$ cat config.mk
export PLATFORM = sky130hd
export DESIGN_NAME = fat_cluster_chain_locator_top
export DESIGN_NICKNAME = d
export VERILOG_FILES = /design/src/rtl/fccl_pkg.sv /design/src/rtl/fccl_divider.sv /design/src/rtl/fat_cluster_chain_locator_top.sv
export SDC_FILE = /design/constraint.sdc
export NUM_CORES = 1
export LEC_CHECK = 0
export ABC_AREA = 1
export BUFFER_PORTS_ARGS = -buffer_cell sky130_fd_sc_hd__buf_2
export CELL_PAD_IN_SITES_DETAIL_PLACEMENT = 1
export CELL_PAD_IN_SITES_GLOBAL_PLACEMENT = 2
export CORE_MARGIN = 2
export CORE_UTILIZATION = 30
export CTS_BUF_LIST = sky130_fd_sc_hd__clkbuf_8
export DETAILED_ROUTE_END_ITERATION = 16
export GPL_TIMING_DRIVEN = 0
export PLACE_DENSITY_LB_ADDON = 0.1
export SLEW_MARGIN = 20
export SYNTH_ARGS = -nofsm -noshare
export SYNTH_HDL_FRONTEND = slang
export SYNTH_SLANG_ARGS = --single-unit
$ cat constraint.sdc
create_clock -name clk -period 16.5 [get_ports clk]
set_input_delay 3.3 -clock clk [delete_from_list [all_inputs] [get_ports clk]]
set_output_delay 3.3 -clock clk [all_outputs]
set_load 0.005 [all_outputs]
$ cat src/rtl/fccl_pkg.sv
// Shared types and constants for the FAT cluster chain locator.
// No dependencies; imported by the locator top level.
package fccl_pkg;

    localparam int SECTOR_BYTES = 512;
    localparam int SECTOR_SHIFT = $clog2(SECTOR_BYTES);

    // register indexes of the configuration port
    localparam logic [1:0] REG_FS_KIND     = 2'd0;
    localparam logic [1:0] REG_SPC         = 2'd1;
    localparam logic [1:0] REG_DATA_START  = 2'd2;
    localparam logic [1:0] REG_RESERVED    = 2'd3;

    // volume types
    localparam logic [1:0] KIND_FAT12 = 2'd0;
    localparam logic [1:0] KIND_FAT16 = 2'd1;

    // request kinds on the input stream
    localparam logic REQ_LOCATE = 1'b0;
    localparam logic REQ_REPLY  = 1'b1;

    // result status codes
    localparam logic [1:0] ST_FETCH = 2'd0;
    localparam logic [1:0] ST_FOUND = 2'd1;
    localparam logic [1:0] ST_ERROR = 2'd2;

    localparam logic [15:0] FAT12_MASK = 16'h0fff;
    localparam logic [15:0] FAT12_EOC  = 16'h0ff7;
    localparam logic [15:0] FAT16_EOC  = 16'hfff7;

    typedef struct packed {
        logic [1:0]  status;
        logic [15:0] sector_address;
        logic [8:0]  byte_offset;
    } result_t;

endpackage

$ cat src/rtl/fccl_divider.sv
// Restoring 16-bit by 8-bit divider, one quotient bit per cycle.
// No dependencies; used by the locator top level.
module fccl_divider (
    input  logic        clk,
    input  logic        rst_n,
    input  logic        start,
    input  logic [15:0] dividend,
    input  logic [7:0]  divisor,
    output logic        done,
    output logic        busy,
    output logic [15:0] quotient,
    output logic [7:0]  remainder
);
    logic [7:0]  rem_reg;
    logic [15:0] quo_reg;
    logic [7:0]  div_reg;
    logic [3:0]  count_reg;
    logic        busy_reg;
    logic        done_reg;

    logic [8:0]  shifted;
    logic        ge;
    logic [8:0]  diff;

    assign shifted = {rem_reg, quo_reg[15]};
    assign ge      = shifted >= {1'b0, div_reg};
    assign diff    = shifted - {1'b0, div_reg};

    always_ff @(posedge clk or negedge rst_n)
    begin
        if (!rst_n)
        begin
            busy_reg  <= 1'b0;
            done_reg  <= 1'b0;
            count_reg <= '0;
        end
        else
        begin
            done_reg <= 1'b0;
            if (start)
            begin
                busy_reg  <= 1'b1;
                count_reg <= '0;
            end
            else if (busy_reg)
            begin
                count_reg <= count_reg + 4'd1;
                if (count_reg == 4'd15)
                begin
                    busy_reg <= 1'b0;
                    done_reg <= 1'b1;
                end
            end
        end
    end

    // datapath, no reset needed
    always_ff @(posedge clk)
    begin
        if (start)
        begin
            rem_reg <= '0;
            quo_reg <= dividend;
            div_reg <= divisor;
        end
        else if (busy_reg)
        begin
            rem_reg <= ge ? diff[7:0] : shifted[7:0];
            quo_reg <= {quo_reg[14:0], ge};
        end
    end

    assign done      = done_reg;
    assign busy      = busy_reg;
    assign quotient  = quo_reg;
    assign remainder = rem_reg;

endmodule

$ cat src/rtl/fat_cluster_chain_locator_top.sv
// FAT cluster chain locator top level; uses fccl_pkg and fccl_divider.
// Locate: accept, divider steps, divider handoff, address step, output load.
//   Reply: accept, address step, output load. Error results: accept, output load.
// One request in work at a time: s_tready is low from accept until the result is loaded,
//   and a full output register holds the load; so a new request waits for the last result.
// rst_n (async, low) clears sequencer, chain state, output valid; fs_kind 2, 1 sector/cluster.
module fat_cluster_chain_locator_top (
    input  logic        clk,
    input  logic        rst_n,
    // configuration write port
    input  logic        cfg_we,
    input  logic [1:0]  cfg_index,
    input  logic [15:0] cfg_data,
    // request stream
    input  logic        s_tvalid,
    output logic        s_tready,
    // [15:0] start_cluster, [31:16] file_sector, [47:32] fat_word, [48] fetch_failed
    input  logic [55:0] s_tdata,
    // [0] req_type
    input  logic [0:0]  s_tuser,
    // result stream
    output logic        m_tvalid,
    input  logic        m_tready,
    // [15:0] sector_address, [24:16] byte_offset
    output logic [31:0] m_tdata,
    // [1:0] status
    output logic [1:0]  m_tuser
);
    import fccl_pkg::*;

    typedef enum logic [1:0] {
        S_IDLE,
        S_DIV,
        S_ADV,
        S_EMIT
    } state_t;

    // configuration registers (data area start and reserved count reset to 0 and 1)
    logic [1:0]  fs_kind_reg;
    logic [7:0]  spc_reg;
    logic [15:0] data_base_reg;
    logic [15:0] reserved_reg;

    // chain walk state
    state_t      state_reg;
    logic [15:0] cluster_reg;
    logic [15:0] hops_reg;
    logic [7:0]  offset_reg;
    logic        awaiting_reg;

    // pending result and output register
    result_t     res_reg;
    result_t     out_reg;
    logic        m_tvalid_reg;

    // request fields
    logic        req_type;
    logic [15:0] start_cluster;
    logic [15:0] file_sector;
    logic [15:0] fat_word;
    logic        fetch_failed;

    assign req_type      = s_tuser[0];
    assign start_cluster = s_tdata[15:0];
    assign file_sector   = s_tdata[31:16];
    assign fat_word      = s_tdata[47:32];
    assign fetch_failed  = s_tdata[48];

    logic accept;
    assign s_tready = (state_reg == S_IDLE);
    assign accept   = s_tvalid && s_tready;

    // result moves into the output register when that is empty or draining
    logic emit_load;
    assign emit_load = (state_reg == S_EMIT) && (!m_tvalid_reg || m_tready);

    // divider: file_sector / sectors per cluster
    logic        div_start;
    logic        div_done;
    logic        div_busy;
    logic [15:0] div_quo;
    logic [7:0]  div_rem;

    logic kind_bad;
    assign kind_bad  = fs_kind_reg > KIND_FAT16;
    assign div_start = accept && (req_type == REQ_LOCATE) && !kind_bad && (spc_reg != 8'd0);

    fccl_divider u_div (
        .clk       (clk),
        .rst_n     (rst_n),
        .start     (div_start),
        .dividend  (file_sector),
        .divisor   (spc_reg),
        .done      (div_done),
        .busy      (div_busy),
        .quotient  (div_quo),
        .remainder (div_rem)
    );

    // next cluster from the fetched FAT word
    logic [15:0] next_cluster;
    logic        end_of_chain;

    always_comb
    begin
        if (fs_kind_reg == KIND_FAT12)
        begin
            next_cluster = cluster_reg[0] ? (fat_word >> 4) : (fat_word & FAT12_MASK);
            end_of_chain = next_cluster >= FAT12_EOC;
        end
        else
        begin
            next_cluster = fat_word;
            end_of_chain = next_cluster >= FAT16_EOC;
        end
    end

    // address step: data sector, or FAT sector and byte of the current entry
    logic [15:0] cl_rel;
    logic [23:0] product;
    logic [15:0] data_sector;
    logic [16:0] fat_off;
    logic [15:0] fat_lba;

    assign cl_rel      = cluster_reg - 16'd2;
    assign product     = cl_rel * spc_reg;
    assign data_sector = product[15:0] + data_base_reg + {8'd0, offset_reg};
    assign fat_off     = (fs_kind_reg == KIND_FAT12)
                         ? ({1'b0, cluster_reg} + {2'b0, cluster_reg[15:1]})
                         : {cluster_reg, 1'b0};
    assign fat_lba     = reserved_reg
                         + {{(16 - (17 - SECTOR_SHIFT)){1'b0}}, fat_off[16:SECTOR_SHIFT]};

    localparam result_t ERR_RESULT = '{status: ST_ERROR, sector_address: 16'd0,
                                       byte_offset: 9'd0};

    always_ff @(posedge clk or negedge rst_n)
    begin
        if (!rst_n)
        begin
            fs_kind_reg   <= 2'd2;
            spc_reg       <= 8'd1;
            data_base_reg <= 16'd0;
            reserved_reg  <= 16'd1;
        end
        else if (cfg_we)
        begin
            unique case (cfg_index)
                REG_FS_KIND:    fs_kind_reg   <= cfg_data[1:0];
                REG_SPC:        spc_reg       <= cfg_data[7:0];
                REG_DATA_START: data_base_reg <= cfg_data;
                REG_RESERVED:   reserved_reg  <= cfg_data;
                default:        ;
            endcase
        end
    end

    // sequencer and registered outputs
    always_ff @(posedge clk or negedge rst_n)
    begin
        if (!rst_n)
        begin
            state_reg    <= S_IDLE;
            cluster_reg  <= '0;
            hops_reg     <= '0;
            offset_reg   <= '0;
            awaiting_reg <= 1'b0;
            m_tvalid_reg <= 1'b0;
            res_reg      <= ERR_RESULT;
            out_reg      <= ERR_RESULT;
        end
        else
        begin
            if (emit_load)
                m_tvalid_reg <= 1'b1;
            else if (m_tvalid_reg && m_tready)
                m_tvalid_reg <= 1'b0;

            unique case (state_reg)
                S_IDLE:
                begin
                    if (accept)
                    begin
                        if (req_type == REQ_LOCATE)
                        begin
                            awaiting_reg <= 1'b0;
                            if (div_start)
                            begin
                                cluster_reg <= start_cluster;
                                state_reg   <= S_DIV;
                            end
                            else
                            begin
                                res_reg   <= ERR_RESULT;
                                state_reg <= S_EMIT;
                            end
                        end
                        else if (!awaiting_reg)
                        begin
                            // stray reply: error, walk state untouched
                            res_reg   <= ERR_RESULT;
                            state_reg <= S_EMIT;
                        end
                        else if (kind_bad || fetch_failed || end_of_chain)
                        begin
                            awaiting_reg <= 1'b0;
                            res_reg      <= ERR_RESULT;
                            state_reg    <= S_EMIT;
                        end
                        else
                        begin
                            cluster_reg <= next_cluster;
                            hops_reg    <= hops_reg - 16'd1;
                            state_reg   <= S_ADV;
                        end
                    end
                end
                S_DIV:
                begin
                    if (div_done)
                    begin
                        hops_reg   <= div_quo;
                        offset_reg <= div_rem;
                        state_reg  <= S_ADV;
                    end
                end
                S_ADV:
                begin
                    if (hops_reg == 16'd0)
                    begin
                        awaiting_reg <= 1'b0;
                        res_reg      <= '{status: ST_FOUND, sector_address: data_sector,
                                          byte_offset: 9'd0};
                    end
                    else
                    begin
                        awaiting_reg <= 1'b1;
                        res_reg      <= '{status: ST_FETCH, sector_address: fat_lba,
                                          byte_offset: fat_off[SECTOR_SHIFT-1:0]};
                    end
                    state_reg <= S_EMIT;
                end
                S_EMIT:
                begin
                    if (emit_load)
                    begin
                        out_reg   <= res_reg;
                        state_reg <= S_IDLE;
                    end
                end
                default: state_reg <= S_IDLE;
            endcase
        end
    end

    assign m_tvalid = m_tvalid_reg;
    assign m_tdata  = {7'd0, out_reg.byte_offset, out_reg.sector_address};
    assign m_tuser  = out_reg.status;

    // divider runs only while the sequencer waits on it
    a_div_busy_state: assert property (@(posedge clk) disable iff (!rst_n)
        div_busy |-> state_reg == S_DIV)
        else $error("divider busy outside divide state");

    // a divide result arrives only in the divide state
    a_div_done_state: assert property (@(posedge clk) disable iff (!rst_n)
        div_done |-> state_reg == S_DIV)
        else $error("divider done outside divide state");

    // a found sector or an error carries no FAT byte
    a_byte_zero: assert property (@(posedge clk) disable iff (!rst_n)
        m_tvalid && (m_tuser == ST_FOUND || m_tuser == ST_ERROR) |-> m_tdata[24:16] == 9'd0)
        else $error("byte offset set on non-fetch result");

    // a fetch request is only issued with the walk waiting on a reply
    a_fetch_waits: assert property (@(posedge clk) disable iff (!rst_n)
        state_reg == S_ADV && hops_reg != 16'd0 |=> awaiting_reg)
        else $error("fetch issued without awaiting reply");

endmodule
==> metrics.txt <==
# TYPE chip_impl_metric gauge
chip_impl_metric{name="routability_congestion",unit=""} 0.857
chip_impl_metric{name="cts_buffers",unit=""} 17
chip_impl_metric{name="synth_enable_flop_cells",unit=""} 24
chip_impl_metric{name="skew",unit="ns"} 0.0226
chip_impl_metric{name="ys_seq_elements",unit=""} 178
chip_impl_metric{name="drt-initial-drc-count",unit=""} 483
chip_impl_metric{name="postCtsSetupBuffers",unit=""} 0
chip_impl_metric{name="post_dp_cell_area",unit="sq um"} 15100
chip_impl_info{name="startpoint_type",value="flop"} 1
chip_impl_metric{name="synth_simple_gate_area_share",unit="%"} 19.4
chip_impl_metric{name="floorplan.io_pins",unit=""} 116
chip_impl_info{name="rr_startpoint",value="cluster_reg[1]"} 1
chip_impl_metric{name="r2r.worst_path.cells",unit=""} 29
chip_impl_metric{name="global_route_wire_length_before_repair",unit="mm"} 73.4
chip_impl_info{name="ys_dominant_reg_cell",value="dfrtp_1"} 1
chip_impl_metric{name="dieHeight",unit="um"} 219
chip_impl_info{name="critPathKind",value="reg2reg"} 1
chip_impl_metric{name="route.antenna.remaining_nets",unit=""} 0
chip_impl_info{name="result_of_the_run",value="completed"} 1
chip_impl_metric{name="largest_register_ff_count",unit=""} 27
chip_impl_metric{name="period_minus_slack",unit="ns"} 6.97
chip_impl_metric{name="synth.cell_area",unit="sq um"} 13800
chip_impl_metric{name="critical_path_required",unit="ns"} 16.95
chip_impl_info{name="worstSetupEndpointType",value="flop"} 1
chip_impl_metric{name="synthMuxAreaShare",unit="%"} 0.553
chip_impl_metric{name="hold-path-cell-count",unit=""} 2
chip_impl_info{name="rsz0062_at_grt",value="no"} 1
chip_impl_metric{name="routed_len_inst",unit="um"} 18.8
chip_impl_info{name="min_from",value="res_reg[26]"} 1
chip_impl_metric{name="rows",unit=""} 78
chip_impl_metric{name="timing.fmax",unit="MHz"} 144
chip_impl_metric{name="grt_max_degree",unit=""} 82
chip_impl_metric{name="ctsHoldBuffers",unit=""} 0
chip_impl_metric{name="synth_adder_area_share",unit="%"} 20.6
chip_impl_metric{name="finalSetupViolations",unit=""} 0
chip_impl_metric{name="finish.instance_area",unit="sq um"} 15500
chip_impl_metric{name="post-route-drc-count",unit=""} 0
chip_impl_metric{name="overflow",unit=""} 0
chip_impl_metric{name="synth_xor_xnor_area_share",unit="%"} 2.60
chip_impl_info{name="leading_cell_type_in_the_layout_fill_and_taps_excluded",value="nand2_1"} 1
chip_impl_metric{name="layout-drive-gt1-share",unit="%"} 10.0
chip_impl_info{name="type_of_the_worst_min_delay_path",value="reg2reg"} 1
chip_impl_metric{name="timing.slew.headroom",unit="%"} 29.2
chip_impl_metric{name="cts_max_path_buffers",unit=""} 2
chip_impl_metric{name="cts-htree-levels",unit=""} 4
chip_impl_metric{name="synthToLayoutAreaGrowth",unit="%"} 12.4
chip_impl_metric{name="floorplan.initialDensity",unit="%"} 30.4
chip_impl_info{name="critical_path.startpoint",value="cluster_reg[1]"} 1
chip_impl_info{name="crit_family",value="adder cells"} 1
chip_impl_metric{name="ant_cells",unit=""} 0
chip_impl_metric{name="accumulated_negative_setup_slack",unit="ns"} 0
chip_impl_metric{name="antenna_found_initial",unit=""} 0
chip_impl_metric{name="final_max_slew_viol_count",unit=""} 0
chip_impl_metric{name="grt.total_usage",unit="%"} 20.3
chip_impl_metric{name="clk-insertion-delay-late",unit="ns"} 0.52
chip_impl_metric{name="path_clk_slew",unit="ns"} 0.11
chip_impl_metric{name="timing.critical_path.slowest_cell_delay",unit="ns"} 0.68
chip_impl_metric{name="via_count",unit=""} 11800
chip_impl_metric{name="dp.final_hpwl",unit="mm"} 38.4
chip_impl_metric{name="multiInputGateArea",unit="sq um"} 7850
chip_impl_info{name="timing.critical_path.mode_cell",value="nand2_1"} 1
chip_impl_metric{name="routed_wirelength",unit="mm"} 46.7
chip_impl_metric{name="period_utilization_post_route",unit="%"} 42.2
chip_impl_metric{name="post_cts.resized_instances",unit=""} 0
chip_impl_info{name="cts.root.buffer_cell",value="clkbuf_8"} 1
chip_impl_metric{name="cts_num_sinks",unit=""} 178
chip_impl_metric{name="core_area",unit="sq um"} 45400
chip_impl_metric{name="io_buffer_count",unit=""} 100
chip_impl_metric{name="count_of_synthesis_stage_warnings_from_yosys",unit=""} 0
chip_impl_metric{name="fp.dieArea",unit="sq um"} 47800
chip_impl_metric{name="yosysSeqAreaShare",unit="%"} 32.9
chip_impl_metric{name="hold-worst-slack",unit="ns"} 0.480
chip_impl_info{name="synth_top_family_by_area",value="adder cells"} 1
chip_impl_metric{name="timing.critical_path.buf_inv",unit=""} 5
chip_impl_metric{name="worst-path-max-fanout",unit=""} 9
chip_impl_metric{name="finalNetCount",unit=""} 2133
chip_impl_metric{name="route.detailed.vias_per_inst",unit=""} 4.76
chip_impl_info{name="critical-path-slowest-cell",value="dfrtp_1"} 1
chip_impl_metric{name="grt_pass1_vias",unit=""} 12700
chip_impl_info{name="clock_tree_from_tritoncts",value="built"} 1
chip_impl_metric{name="drt-pass1-iter-count",unit=""} 5
chip_impl_info{name="worst_hold_path.endpoint",value="res_reg[26]"} 1
chip_impl_metric{name="regToRegSetupSlack",unit="ns"} 9.53
chip_impl_metric{name="fillers",unit=""} 5595
chip_impl_info{name="leading_cell_types_in_the_layout_fill_and_taps_excluded",value="nand2_1, inv_1, o21ai_0"} 1
chip_impl_metric{name="asyncSetResetFlopFracSynth",unit="%"} 82.0
chip_impl_metric{name="post_synth_inst_count",unit=""} 1749
chip_impl_metric{name="synth.lib_cells_used.distinct",unit=""} 55
chip_impl_metric{name="max_cap_viol_count",unit=""} 0
chip_impl_info{name="critical_r2r_capture",value="res_reg[23]"} 1
chip_impl_metric{name="tightestPinTransition",unit="ns"} 1.06
chip_impl_metric{name="die_w",unit="um"} 219
chip_impl_metric{name="area.sequential",unit="sq um"} 4540
chip_impl_metric{name="synth.avg_cell_area",unit="sq um"} 7.90
chip_impl_metric{name="worst-endpoint-arrival",unit="ns"} 7.42
chip_impl_metric{name="report.final.hold_viol_count",unit=""} 0
chip_impl_metric{name="synth_compound_area_share",unit="%"} 13.5
[area by class of cell]
cell class,instances,area share [%]
flip-flops and latches,178,29.3
multi-input cells,1209,50.6
inverters,314,7.59
well taps,600,4.84
repair buffers,101,3.47
clock inverters,15,1.05
clock buffers,17,1.51
plain buffers,54,1.72
[how the worst max path moves through the flow]
| stage | to | slack, ns | depth (start not counted) |
|---|---|---|---|
| after floorplan | res_reg[23] | 10.95 | 29 |
| after global placement | res_reg[23] | 9.39 | 29 |
| after detailed placement | res_reg[23] | 9.39 | 29 |
| after CTS | res_reg[23] | 9.37 | 29 |
| after global routing | res_reg[22] | 9.01 | 29 |
| final | res_reg[23] | 9.53 | 29 |
[metal layers]
layer / share of wire, % / track usage [%] / vias to the layer above
li1: - / - / 5840
met1: 48 / 27.2 / 5842
met2: 48 / 34.8 / 128
met3: 2.2 / 2.44 / 32
met4: 1.5 / 4.72 / 0
met5: 0 / 0 / -
[stage by stage]
stage	worst slack [ns]	util [%]	std cells
floorplan	10.95	-	1755
global placement	9.39	33.2	2455
detailed placement	9.39	33.3	2456
CTS	9.37	34.2	2488
global route	9.01	34.2	2488
finish	9.53	34.2	2488
[cells by family (layout without fill, tap and decap cells)]
| logic type | Yosys count | in the layout |
|---|---|---|
| and+or+nand+nor | 641 | 641 |
| buffers and inverters | 368 | 501 |
| other | 1 | 7 |
| xor gates and xnor gates | 41 | 41 |
| AOI/OAI and AO/OA | 335 | 335 |
| muxes | 7 | 7 |
| adders and majority gates | 178 | 178 |
| DFF | 178 | 178 |
[worst min-delay path: stages (launching register included)]
cell and delay [ns]:
dfstp_2 0.37, inv_1 0.06, a21oi_1 0.06
[cell usage after synthesis (6+ instances only)]
master	count	area share, %
ha_1	96	8.7
buf_4	8	0.43
a21oi_1	60	2.2
nand3_1	77	2.8
dfrtp_1	141	26
inv_2	6	0.16
o221ai_1	14	0.89
nor3_1	15	0.54
edfxtp_1	24	5.2
fa_1	82	12
o21bai_1	7	0.38
nand4_1	17	0.77
inv_1	303	8.2
nor2_1	107	2.9
buf_2	8	0.29
xnor2_1	9	0.57
dfxtp_1	8	1.2
a31oi_1	9	0.41
o21ai_0	187	6.8
clkbuf_1	32	0.87
o22ai_1	28	1.3
xor2_1	32	2.0
nand2_1	397	11
Power is not shown: default switching activity piles up to over one toggle a cycle in this logic, so the estimate is an artifact.
